[src/rtl/dcs_pkg.sv]
// ----------------------------------------------------------------------------
// dcs_pkg
// Shared types and constants for the darkest circle selector: command codes,
// controller states and the command/status bundles between the two halves.
// ----------------------------------------------------------------------------
package dcs_pkg;

    // Default number of candidate circles per frame
    localparam int MAX_CIRCLES_DEF = 8;

    // Field widths fixed by the interface
    localparam int COORD_W = 8;
    localparam int PIX_W   = 8;
    localparam int SUM_W   = 24;
    localparam int IDX_OUT_W = 3;
    localparam int SQ_W    = 2 * COORD_W;
    localparam int DIST_W  = SQ_W + 1;

    // A sum must fall strictly below this to qualify
    localparam logic [SUM_W-1:0] SUM_LIMIT = SUM_W'(9999999);
    // Saturation ceiling of each circle sum
    localparam logic [SUM_W-1:0] SUM_MAX   = {SUM_W{1'b1}};

    // Command codes on the cmd port
    typedef enum logic [1:0] {
        CMD_CLEAR = 2'd0,
        CMD_LOAD  = 2'd1,
        CMD_PIXEL = 2'd2
    } cmd_t;

    // Controller states
    typedef enum logic [2:0] {
        ST_IDLE,
        ST_ACCUM,
        ST_SCAN,
        ST_REPORT
    } state_t;

    // Commands from controller to datapath
    typedef struct packed {
        logic clear;       // zero the sums and the loaded count
        logic load;        // store one candidate circle
        logic pixel;       // register distances for an incoming pixel
        logic accum;       // add the pixel to every containing circle
        logic scan_start;  // restart the minimum search
        logic scan_step;   // compare one stored sum
    } dcs_ctl_t;

    // Status from datapath to controller
    typedef struct packed {
        logic last;         // the pixel in flight ends the image
        logic loaded_zero;  // no circle loaded in this frame
        logic scan_last;    // the search is at the last loaded circle
    } dcs_stat_t;

endpackage

[src/rtl/dcs_ctrl.sv]
// ----------------------------------------------------------------------------
// dcs_ctrl
// Controller: decodes accepted transactions, sequences the accumulate step,
// the minimum search and the one-cycle result strobe.
// ----------------------------------------------------------------------------
module dcs_ctrl
(
    input  logic              clk,
    input  logic              rst_n,
    input  logic              start,
    input  logic [1:0]        cmd,
    input  dcs_pkg::dcs_stat_t stat,
    output dcs_pkg::dcs_ctl_t  ctl,
    output logic              busy,
    output logic              result_valid
);
    import dcs_pkg::*;

    state_t state_reg;
    state_t state_next;

    // State register
    always_ff @(posedge clk or negedge rst_n)
    begin
        if (!rst_n)
        begin
            state_reg <= ST_IDLE;
        end
        else
        begin
            state_reg <= state_next;
        end
    end

    // Next state and commands
    always_comb
    begin
        state_next   = state_reg;
        ctl          = '0;
        result_valid = 1'b0;
        busy         = 1'b1;
        unique case (state_reg)
            ST_IDLE:
            begin
                busy = 1'b0;
                if (start)
                begin
                    unique case (cmd_t'(cmd))
                        CMD_CLEAR: ctl.clear = 1'b1;
                        CMD_LOAD:  ctl.load  = 1'b1;
                        CMD_PIXEL:
                        begin
                            ctl.pixel  = 1'b1;
                            state_next = ST_ACCUM;
                        end
                        default: ; // unused code: drop the transaction
                    endcase
                end
            end
            ST_ACCUM:
            begin
                ctl.accum = 1'b1;
                if (stat.last)
                begin
                    ctl.scan_start = 1'b1;
                    state_next = stat.loaded_zero ? ST_REPORT : ST_SCAN;
                end
                else
                begin
                    state_next = ST_IDLE;
                end
            end
            ST_SCAN:
            begin
                ctl.scan_step = 1'b1;
                if (stat.scan_last)
                begin
                    state_next = ST_REPORT;
                end
            end
            ST_REPORT:
            begin
                result_valid = 1'b1;
                state_next   = ST_IDLE;
            end
            default:
            begin
                state_next = ST_IDLE;
            end
        endcase
    end

endmodule

[src/rtl/dcs_datapath.sv]
// ----------------------------------------------------------------------------
// dcs_datapath
// Circle store, one containment lane per circle with registered squares,
// saturating per-circle sums and a sequential minimum search.
// ----------------------------------------------------------------------------
module dcs_datapath
#(
    parameter int MAX_CIRCLES = dcs_pkg::MAX_CIRCLES_DEF
)
(
    input  logic                          clk,
    input  logic                          rst_n,
    input  dcs_pkg::dcs_ctl_t             ctl,
    output dcs_pkg::dcs_stat_t            stat,
    input  logic [dcs_pkg::COORD_W-1:0]   circle_x,
    input  logic [dcs_pkg::COORD_W-1:0]   circle_y,
    input  logic [dcs_pkg::COORD_W-1:0]   circle_radius,
    input  logic [dcs_pkg::COORD_W-1:0]   pixel_x,
    input  logic [dcs_pkg::COORD_W-1:0]   pixel_y,
    input  logic [dcs_pkg::PIX_W-1:0]     pixel_value,
    input  logic                          last_pixel,
    output logic                          found,
    output logic [dcs_pkg::IDX_OUT_W-1:0] best_index,
    output logic [dcs_pkg::SUM_W-1:0]     best_sum
);
    import dcs_pkg::*;

    localparam int IDX_W = (MAX_CIRCLES > 1) ? $clog2(MAX_CIRCLES) : 1;
    localparam int CNT_W = $clog2(MAX_CIRCLES + 1);
    localparam logic [CNT_W-1:0] MAX_CNT = CNT_W'(MAX_CIRCLES);

    // Circle store and per-lane state
    logic [COORD_W-1:0] col_reg    [MAX_CIRCLES];
    logic [COORD_W-1:0] row_reg    [MAX_CIRCLES];
    logic [COORD_W-1:0] rad_reg    [MAX_CIRCLES];
    logic [SUM_W-1:0]   sum_reg    [MAX_CIRCLES];
    logic [SQ_W-1:0]    dx2_reg    [MAX_CIRCLES];
    logic [SQ_W-1:0]    dy2_reg    [MAX_CIRCLES];
    logic [SQ_W-1:0]    r2_reg     [MAX_CIRCLES];
    logic [MAX_CIRCLES-1:0] active_reg;

    logic [CNT_W-1:0]   loaded_reg;
    logic [PIX_W-1:0]   value_reg;
    logic               last_reg;

    // Minimum search
    logic [IDX_W-1:0]     idx_reg;
    logic [SUM_W-1:0]     best_reg;
    logic [IDX_OUT_W-1:0] best_idx_reg;
    logic                 found_reg;

    logic [IDX_W+IDX_OUT_W-1:0] idx_wide;
    logic [CNT_W:0]             idx_plus;
    logic [SUM_W-1:0]           scan_sum;

    // Loaded count and pixel bookkeeping
    always_ff @(posedge clk or negedge rst_n)
    begin
        if (!rst_n)
        begin
            loaded_reg <= '0;
            last_reg   <= 1'b0;
        end
        else
        begin
            if (ctl.clear)
            begin
                loaded_reg <= '0;
            end
            else if (ctl.load && (loaded_reg < MAX_CNT))
            begin
                loaded_reg <= loaded_reg + 1'b1;
            end
            if (ctl.pixel)
            begin
                last_reg <= last_pixel;
            end
        end
    end

    // Hold the pixel value for the accumulate step
    always_ff @(posedge clk)
    begin
        if (ctl.pixel)
        begin
            value_reg <= pixel_value;
        end
    end

    // Store a new circle in the next free slot; ignore loads when full
    always_ff @(posedge clk)
    begin
        if (ctl.load && (loaded_reg < MAX_CNT))
        begin
            col_reg[loaded_reg[IDX_W-1:0]] <= circle_x;
            row_reg[loaded_reg[IDX_W-1:0]] <= circle_y;
            rad_reg[loaded_reg[IDX_W-1:0]] <= circle_radius;
        end
    end

    // One containment lane per circle
    for (genvar k = 0; k < MAX_CIRCLES; k++)
    begin : g_lane
        logic [COORD_W-1:0] dx_abs;
        logic [COORD_W-1:0] dy_abs;
        logic [DIST_W-1:0]  dist2;
        logic               hit;
        logic [SUM_W:0]     sum_add;

        assign dx_abs = (pixel_x >= col_reg[k]) ? (pixel_x - col_reg[k])
                                                : (col_reg[k] - pixel_x);
        assign dy_abs = (pixel_y >= row_reg[k]) ? (pixel_y - row_reg[k])
                                                : (row_reg[k] - pixel_y);

        // Register the squares and the lane enable on pixel accept
        always_ff @(posedge clk or negedge rst_n)
        begin
            if (!rst_n)
            begin
                active_reg[k] <= 1'b0;
            end
            else if (ctl.pixel)
            begin
                active_reg[k] <= (CNT_W'(k) < loaded_reg);
            end
        end

        always_ff @(posedge clk)
        begin
            if (ctl.pixel)
            begin
                dx2_reg[k] <= SQ_W'(dx_abs) * SQ_W'(dx_abs);
                dy2_reg[k] <= SQ_W'(dy_abs) * SQ_W'(dy_abs);
                r2_reg[k]  <= SQ_W'(rad_reg[k]) * SQ_W'(rad_reg[k]);
            end
        end

        // Strict containment test and saturating add
        assign dist2   = DIST_W'(dx2_reg[k]) + DIST_W'(dy2_reg[k]);
        assign hit     = active_reg[k] && (dist2 < DIST_W'(r2_reg[k]));
        assign sum_add = (SUM_W+1)'(sum_reg[k]) + (SUM_W+1)'(value_reg);

        always_ff @(posedge clk or negedge rst_n)
        begin
            if (!rst_n)
            begin
                sum_reg[k] <= '0;
            end
            else if (ctl.clear)
            begin
                sum_reg[k] <= '0;
            end
            else if (ctl.accum && hit)
            begin
                sum_reg[k] <= sum_add[SUM_W] ? SUM_MAX : sum_add[SUM_W-1:0];
            end
        end
    end

    // Sequential search for the first smallest qualifying sum
    assign scan_sum = sum_reg[idx_reg];
    assign idx_wide = {{IDX_OUT_W{1'b0}}, idx_reg};
    assign idx_plus = (CNT_W+1)'(idx_reg) + 1'b1;

    always_ff @(posedge clk or negedge rst_n)
    begin
        if (!rst_n)
        begin
            idx_reg      <= '0;
            best_reg     <= SUM_LIMIT;
            best_idx_reg <= '0;
            found_reg    <= 1'b0;
        end
        else if (ctl.scan_start)
        begin
            idx_reg      <= '0;
            best_reg     <= SUM_LIMIT;
            best_idx_reg <= '0;
            found_reg    <= 1'b0;
        end
        else if (ctl.scan_step)
        begin
            idx_reg <= idx_reg + 1'b1;
            if (scan_sum < best_reg)
            begin
                best_reg     <= scan_sum;
                best_idx_reg <= idx_wide[IDX_OUT_W-1:0];
                found_reg    <= 1'b1;
            end
        end
    end

    // Status back to the controller
    assign stat.last        = last_reg;
    assign stat.loaded_zero = (loaded_reg == '0);
    assign stat.scan_last   = (idx_plus == (CNT_W+1)'(loaded_reg));

    // Result fields read zero when no circle qualifies
    assign found      = found_reg;
    assign best_index = found_reg ? best_idx_reg : '0;
    assign best_sum   = found_reg ? best_reg : '0;

endmodule

[src/rtl/darkest_circle_select.sv]
// ----------------------------------------------------------------------------
// darkest_circle_select
// Accumulates pixel intensities inside up to MAX_CIRCLES candidate circles
// and reports the first circle with the smallest qualifying sum.
// ----------------------------------------------------------------------------
//  Channel   Handshake                  Payload
//  command   start in, busy out         cmd, circle_x/y, circle_radius,
//                                       pixel_x/y, pixel_value, last_pixel
//  result    result_valid out (strobe)  found, best_index, best_sum
//
//  Clear, load and unused commands keep busy low.
//  A pixel registers its squares in the accept cycle, then does the
//  per-circle compare and saturating add in all lanes at once.
//  A last pixel then runs the minimum search over the loaded circles in
//  the shared comparator, then holds result_valid high for one cycle.
//  Reset is asynchronous, active low, and empties the circle set and sums.
//  The result is shown for one cycle only; the receiver cannot stall it.
// ----------------------------------------------------------------------------
module darkest_circle_select
#(
    parameter int MAX_CIRCLES = dcs_pkg::MAX_CIRCLES_DEF
)
(
    input  logic                          clk,
    input  logic                          rst_n,
    input  logic                          start,
    output logic                          busy,
    input  logic [1:0]                    cmd,
    input  logic [dcs_pkg::COORD_W-1:0]   circle_x,
    input  logic [dcs_pkg::COORD_W-1:0]   circle_y,
    input  logic [dcs_pkg::COORD_W-1:0]   circle_radius,
    input  logic [dcs_pkg::COORD_W-1:0]   pixel_x,
    input  logic [dcs_pkg::COORD_W-1:0]   pixel_y,
    input  logic [dcs_pkg::PIX_W-1:0]     pixel_value,
    input  logic                          last_pixel,
    output logic                          result_valid,
    output logic                          found,
    output logic [dcs_pkg::IDX_OUT_W-1:0] best_index,
    output logic [dcs_pkg::SUM_W-1:0]     best_sum
);
    import dcs_pkg::*;

    dcs_ctl_t  ctl;
    dcs_stat_t stat;

    // Sequencer
    dcs_ctrl u_ctrl
    (
        .clk          (clk),
        .rst_n        (rst_n),
        .start        (start),
        .cmd          (cmd),
        .stat         (stat),
        .ctl          (ctl),
        .busy         (busy),
        .result_valid (result_valid)
    );

    // Circle lanes and minimum search
    dcs_datapath
    #(
        .MAX_CIRCLES (MAX_CIRCLES)
    )
    u_datapath
    (
        .clk           (clk),
        .rst_n         (rst_n),
        .ctl           (ctl),
        .stat          (stat),
        .circle_x      (circle_x),
        .circle_y      (circle_y),
        .circle_radius (circle_radius),
        .pixel_x       (pixel_x),
        .pixel_y       (pixel_y),
        .pixel_value   (pixel_value),
        .last_pixel    (last_pixel),
        .found         (found),
        .best_index    (best_index),
        .best_sum      (best_sum)
    );

endmodule

[config.mk]
export PLATFORM = sky130hd
export DESIGN_NAME = darkest_circle_select
export DESIGN_NICKNAME = d
export VERILOG_FILES = /design/src/rtl/dcs_pkg.sv /design/src/rtl/dcs_ctrl.sv /design/src/rtl/dcs_datapath.sv /design/src/rtl/darkest_circle_select.sv
export SDC_FILE = /design/constraint.sdc
export NUM_CORES = 2
export LEC_CHECK = 0
export BUFFER_PORTS_ARGS = -buffer_cell sky130_fd_sc_hd__buf_4
export CORE_MARGIN = 5
export CORE_UTILIZATION = 40
export CTS_BUF_LIST = sky130_fd_sc_hd__clkbuf_4
export CTS_CLUSTER_SIZE = 25
export DETAILED_ROUTE_END_ITERATION = 16
export GPL_TIMING_DRIVEN = 0
export HOLD_SLACK_MARGIN = 0.02
export PLACE_DENSITY_LB_ADDON = 0.3
export RECOVER_POWER = 50
export SLEW_MARGIN = 25
export SYNTH_ARGS = -nofsm -noshare
export SYNTH_HDL_FRONTEND = slang
export SYNTH_SLANG_ARGS = --single-unit
[constraint.sdc]
create_clock -name clk -period 24.7 [get_ports clk]
set_clock_uncertainty 0.05 [all_clocks]
set_input_delay 4.94 -clock clk [delete_from_list [all_inputs] [get_ports clk]]
set_output_delay 4.94 -clock clk [all_outputs]
set_load 0.02 [all_outputs]
* Yosys cells after proc, flatten, opt, wreduce, memory -nomap -nowiden
Memories as Yosys holds them, arrays and structs flattened. Cells that the tools add are included.
Storage, ports and cells: bits in registers 247, bits in writable memories 576, output and inout bits 30, memories 6
Memories:
- u_datapath.dx2_reg | depth 8, bits a word 16, rd ports 8, clocked after Yosys merged registers in 0, write ports 8, line dcs_datapath.sv:37 | logic [SQ_W-1:0] dx2_reg [MAX_CIRCLES];
- u_datapath.dy2_reg | depth 8, bits a word 16, rd ports 8, clocked after Yosys merged registers in 0, write ports 8, line dcs_datapath.sv:38 | logic [SQ_W-1:0] dy2_reg [MAX_CIRCLES];
- u_datapath.r2_reg | depth 8, bits a word 16, rd ports 8, clocked after Yosys merged registers in 0, write ports 8, line dcs_datapath.sv:39 | logic [SQ_W-1:0] r2_reg [MAX_CIRCLES];
- u_datapath.col_reg | depth 8, bits a word 8, rd ports 8, clocked after Yosys merged registers in 0, write ports 1, line dcs_datapath.sv:33 | logic [COORD_W-1:0] col_reg [MAX_CIRCLES];
- u_datapath.rad_reg | depth 8, bits a word 8, rd ports 8, clocked after Yosys merged registers in 0, write ports 1, line dcs_datapath.sv:35 | logic [COORD_W-1:0] rad_reg [MAX_CIRCLES];
- u_datapath.row_reg | depth 8, bits a word 8, rd ports 8, clocked after Yosys merged registers in 0, write ports 1, line dcs_datapath.sv:34 | logic [COORD_W-1:0] row_reg [MAX_CIRCLES];
Cells by class: add/sub/neg operators 51, $mul 24, $lt $le $gt $ge 35, equal/unequal tests 9, muxes and demuxes 78, bitwise gates (word level) 1, reduce and logical (&&, ||, !) cells 33
Operators with widths (number):
- $mux W24 | 30
- $mul A8 B8 Y16 | 24
- $sub A8 B8 Y8 | 32
- $add A24 B8 Y25 | 8
- $add A16 B16 Y17 | 8
- $lt A17 B16 Y1 | 8
- $ge A8 B8 Y1 | 16
- $mux W8 | 16
- $bmux W24 S3 | 1
- $mux W3 | 12
- $lt A24 B24 Y1 | 1
- $reduce_bool A2 Y1 | 11
- $logic_and A1 B1 Y1 | 17
- $lt A3 B4 Y1 const A | 4
- $mux W1 | 15
- $pmux W3 S3 | 1
- $lt A1 B4 Y1 const A | 2
- $lt A2 B4 Y1 const A | 2
- $mux W4 | 2
- $eq A3 B2 Y1 const B | 2
- $ne A2 B2 Y1 const B | 3
- $eq A5 B4 Y1 | 1
- $add A3 B1 Y4 const B | 1
- $add A4 B1 Y4 const B | 1
- 13 further kinds | 13

* Depth between registers and ports, before layout
word-level depth 8, depth in mapped cells 31, depth with buffers taken out 30

* Hierarchy
From an unflattened synthesis, not the netlist that was laid out.
Second synthesis, totals: cell total of the unflattened synthesis 8980, area total of the unflattened synthesis 87166.1 um2
By module, submodules not included:
- dcs_datapath | instances 1, cells each 8964, area each 87021.0 um2
- dcs_ctrl | instances 1, cells each 16, area each 145.1 um2

* Least setup slack after synthesis
Ideal clock, no wire load.
kind input port to flip-flop, start point input start, end point register u_datapath.active_reg[0], setup time 0.477 ns, arrival 12.980 ns, required time 24.173 ns, setup slack 11.193 ns, cell stages on the path 5, path buffers 0, cells stage by stage nor2b_1 -> nand2_1 -> or2_2 -> inv_1 -> a31oi_1
RTL lines:
- from (decl) | line darkest_circle_select.sv:26 | input logic start,
- to (signal, indexed assignment) | line dcs_datapath.sv:124 | active_reg[k] <= (CNT_W'(k) < loaded_reg);
- to (decl) | line dcs_datapath.sv:40 | logic [MAX_CIRCLES-1:0] active_reg;

==> summary.txt <==
CTS
  • Longest Clk Path Bufs: 3
  • Worst skew pair latency: 1.37 ns
  • TritonCTS clock tree: done
  • Clock sinks: 798
  • # H-tree levels: 4
  • Worst-path clk slew: 0.07 ns
  • Post-CTS sizing: 0
  • Clock Tree Root: clkbuf_4
  • Hold Buf Count CTS: 0
  • Postcts setup bufs: 0
  • CTS Buf Count: 226

Setup path
  • Reg2Reg Depth: 25
  • Slowest CP cell: xor2_1
  • Critical Path Max Stage Delay: 0.90 ns
  • Critical path peak fanout: 9
  • Critical path capture point type: register
  • Worst Setup EP: u_datapath.dy2_reg[1][15]
  • RR Endpoint: u_datapath.dx2_reg[0][47]
  • CP Launch Point: pixel_y[0]
  • R2R Path Start: u_datapath.col_reg[2][0]
  • Reg-to-reg slack, setup: 16.78 ns
  • Critical Path RT: 25.65 ns
  • Crit path launch type: input port
  • Kind of critical path: in -> reg
  • Crit path DAT: 13.77 ns

Power and ir drop
  • Combinational power share: 66.1%
  • Clock network power share: 12.9%
  • Part of the power in registers: 20.9%
  • Peak VDD IR: 0.09391 mV
  • Power density cells: 107.0 nW/um2
  • Switching share of power: 44.68%
  • Int Pwr: 5.608 mW
  • Leakage: 45.28 nW
  • Psw: 4.530 mW

Synth
  • Number of synthesized flops with an enable pin: 560
  • Seq cells post-synth: 798
  • Sequential area share after synthesis: 26.17%
  • Synth area leader: edfxtp_1
  • Post-synth ARST share: 29.82%
  • Most common flop cell mapped by yosys: edfxtp_1
  • Most used standard cell by instance count after synthesis: inv_1
  • Synthesized area per cell: 9.681 um2
  • Post-Syn Area: 87,080 um2
  • Top cells by count, synth: 1,460 x inv_1, 1,272 x ha_1, 871 x nor2_1, 640 x fa_1, 560 x edfxtp_1
  • Synth unique cells: 103
  • Yosys top cell area share: 19.31%
  • Cells after Synth: 8,995
  • Dominant cells by area after synthesis: edfxtp_1 19%, ha_1 18%, fa_1 15%, dfrtp_1 6.4%, inv_1 6.3%
  • Warnings from Yosys: 0

Routing
  • Routed vias/inst: 5.257
  • DRC viols: 0
  • Routed Antenna Nets: 0
  • Per-cell routed wire length: 17.68 um
  • Post-Route WL: 219,100 um
  • Routed vias: 65,159
  • Number of DRC markers in iteration 0: 4,134
  • First-pass detailed-route iteration total: 7

GRT
  • Initial antenna violation count: 16
  • Gr usage total: 19.07%
  • Grt ovf: 0
  • Global-route wire length before repair: 350,600 um
  • Largest net degree at the start of global routing: 100
  • Number of global-route vias before repair: 66,286

STA
  • Endpoints failing setup: 0
  • Worst-margin pin slew: 4.815 ns
  • RSZ-0062 raised after global routing: false
  • Min Tclk post-route: 12.83 ns
  • Rel. slew slack: -221.0%
  • Setup_tns: 0 ns
  • Fin crit share: 51.94%
  • Min Hold Slack: 0.4641 ns
  • FMAX: 77.94 MHz
  • Final number of hold-violating endpoints: 0
  • Max-slew violation count: 454

Run
  • Max-Cap Viols: 16

Placement
  • Post-DP HPWL: 171,400 um
  • # port buffers: 83
  • Placed inst area: 91,870 um2
  • Cells after DPL: 11,954
  • GPL Wtd Cong: 0.9050

Die
  • Top Ports: 84
  • Die height: 476.6 um
  • CORE AREA: 217,000 um2
  • Die Width: 476.6 um
  • Initial core utilization: 40.14%
  • DIE AREA: 227,100 um2
  • Cell Rows: 171

Layout
  • Final #Nets: 11,294
  • Final Cell Area: 94,740 um2
  • Largest register FFs: 192
  • Synthesis-to-layout area growth: 8.793%
  • Post-Layout Cell Count: 12,395
  • # fillers: 20,910
  • Layout cell share with drive strength beyond 1: 7.582%

Status
  • Status: finished, violations left
  • Failing checks: capacitance limit, slew limit

Worst hold path
  • Hold crit path type: reg -> reg
placed cells by master (no fill, tap or decap), types with 25 or more instances in the layout:
| cell | Yosys | routed |
|---|---|---|
| o21a_1 | 91 | 91 |
| o21ai_0 | 249 | 249 |
| nand4_1 | 29 | 29 |
| a211oi_1 | 53 | 52 |
| o41a_1 | 25 | 25 |
| clkbuf_1 | 156 | 203 |
| dfrtp_1 | 224 | 224 |
| nand2b_1 | 73 | 72 |
| mux4_2 | 48 | 48 |
| o21bai_1 | 94 | 94 |
| edfxtp_1 | 560 | 560 |
| and3_1 | 94 | 94 |
| nor2_1 | 871 | 869 |
| or3_1 | 25 | 25 |
| xor2_1 | 166 | 163 |
| nand3_1 | 132 | 132 |
| a311oi_1 | 43 | 43 |
| a21oi_1 | 500 | 499 |
| mux2_2 | 55 | 55 |
| nor3_1 | 169 | 168 |
| nand2_1 | 369 | 369 |
| a31oi_1 | 92 | 92 |
| clkbuf_4 | 0 | 339 |
| ha_1 | 1272 | 1272 |
| xnor2_1 | 448 | 435 |
| o211ai_1 | 34 | 34 |
| and4_1 | 25 | 25 |
| o2111ai_1 | 41 | 41 |
| inv_1 | 1460 | 1457 |
| buf_4 | 0 | 50 |
| fa_1 | 640 | 640 |
| or2_2 | 83 | 82 |
| clkinv_1 | 1 | 68 |
| nor2b_1 | 127 | 127 |
| and2_1 | 169 | 154 |
| mux2i_1 | 104 | 103 |
| a21o_1 | 128 | 128 |
final cells by class:
cell class | count | area [um2] | share of cell area (%)
multi-input cells | 6544 | 58230 | 61.46
flip-flops and latches | 798 | 22790 | 24.05
inverters | 1464 | 5497 | 5.802
well taps | 2854 | 3571 | 3.769
clock buffers | 329 | 2470 | 2.607
repair buffers | 104 | 824.5 | 0.8703
plain buffers | 190 | 729.5 | 0.7699
clock inverters | 93 | 586.8 | 0.6194
diodes | 19 | 47.55 | 0.05018
power groups by stage:
stage / combinational [mW] / sequential [mW] / clock (mW)
floorplan: 5.29 / 2.10 / 0
global placement: 6.57 / 2.17 / 0
detailed placement: 6.73 / 2.15 / 0
CTS: 6.79 / 2.12 / 1.37
global route: 7.68 / 2.14 / 1.44
finish: 6.71 / 2.12 / 1.31
worst max-delay path, delay by kind of cell:
family                     cells  cell delay (ns)
AOI/OAI and AO/OA              6             1.22
xor gates and xnor gates       2             0.99
adders and majority gates      6             2.77
buffers and inverters          7             2.46
muxes                          1             0.44
and+or+nand+nor                4             0.92
through the flow:
stage / setup slack, ns / power [mW] / utilization (%)
floorplan: 11.19 / 7.388 / -
global placement: 6.532 / 8.740 / 42.08
global route: 10.97 / 11.26 / 43.66
CTS: 12.94 / 10.28 / 43.75
detailed placement: 11.52 / 8.873 / 42.35
finish: 11.87 / 10.14 / 43.67
cell families after synthesis:
group           count (synthesis)  share of synthesized area, %
simple gates                 2233                         12.24
mux                           208                         3.161
flops                         798                         26.17
xor+xnor                      625                         6.421
other cells                     1                      0.004306
fa+ha+maj                    1912                         32.99
compound gates               1564                         11.85
buf+inv                      1654                         7.167
routing by layer:
layer,track usage [%],vias to the layer above,routed length (um)
li1,-,31428,-
met1,24.72,31753,96230
met2,31.90,1553,102800
met3,3.103,423,11440
met4,7.497,2,8588
met5,0,-,17
how the worst min path moves through the flow:
stage               depth (start not counted)                        to                startpoint
floorplan                                   2  u_datapath.active_reg[4]  u_datapath.active_reg[4]
global placement                            2       u_datapath.last_reg       u_datapath.last_reg
detailed placement                          2  u_datapath.active_reg[5]  u_datapath.active_reg[5]
CTS                                         2       u_datapath.last_reg       u_datapath.last_reg
global route                                2       u_datapath.last_reg       u_datapath.last_reg
finish                                      2  u_datapath.active_reg[5]  u_datapath.active_reg[5]
No activity file was read; power rests on OpenSTA's default activity.
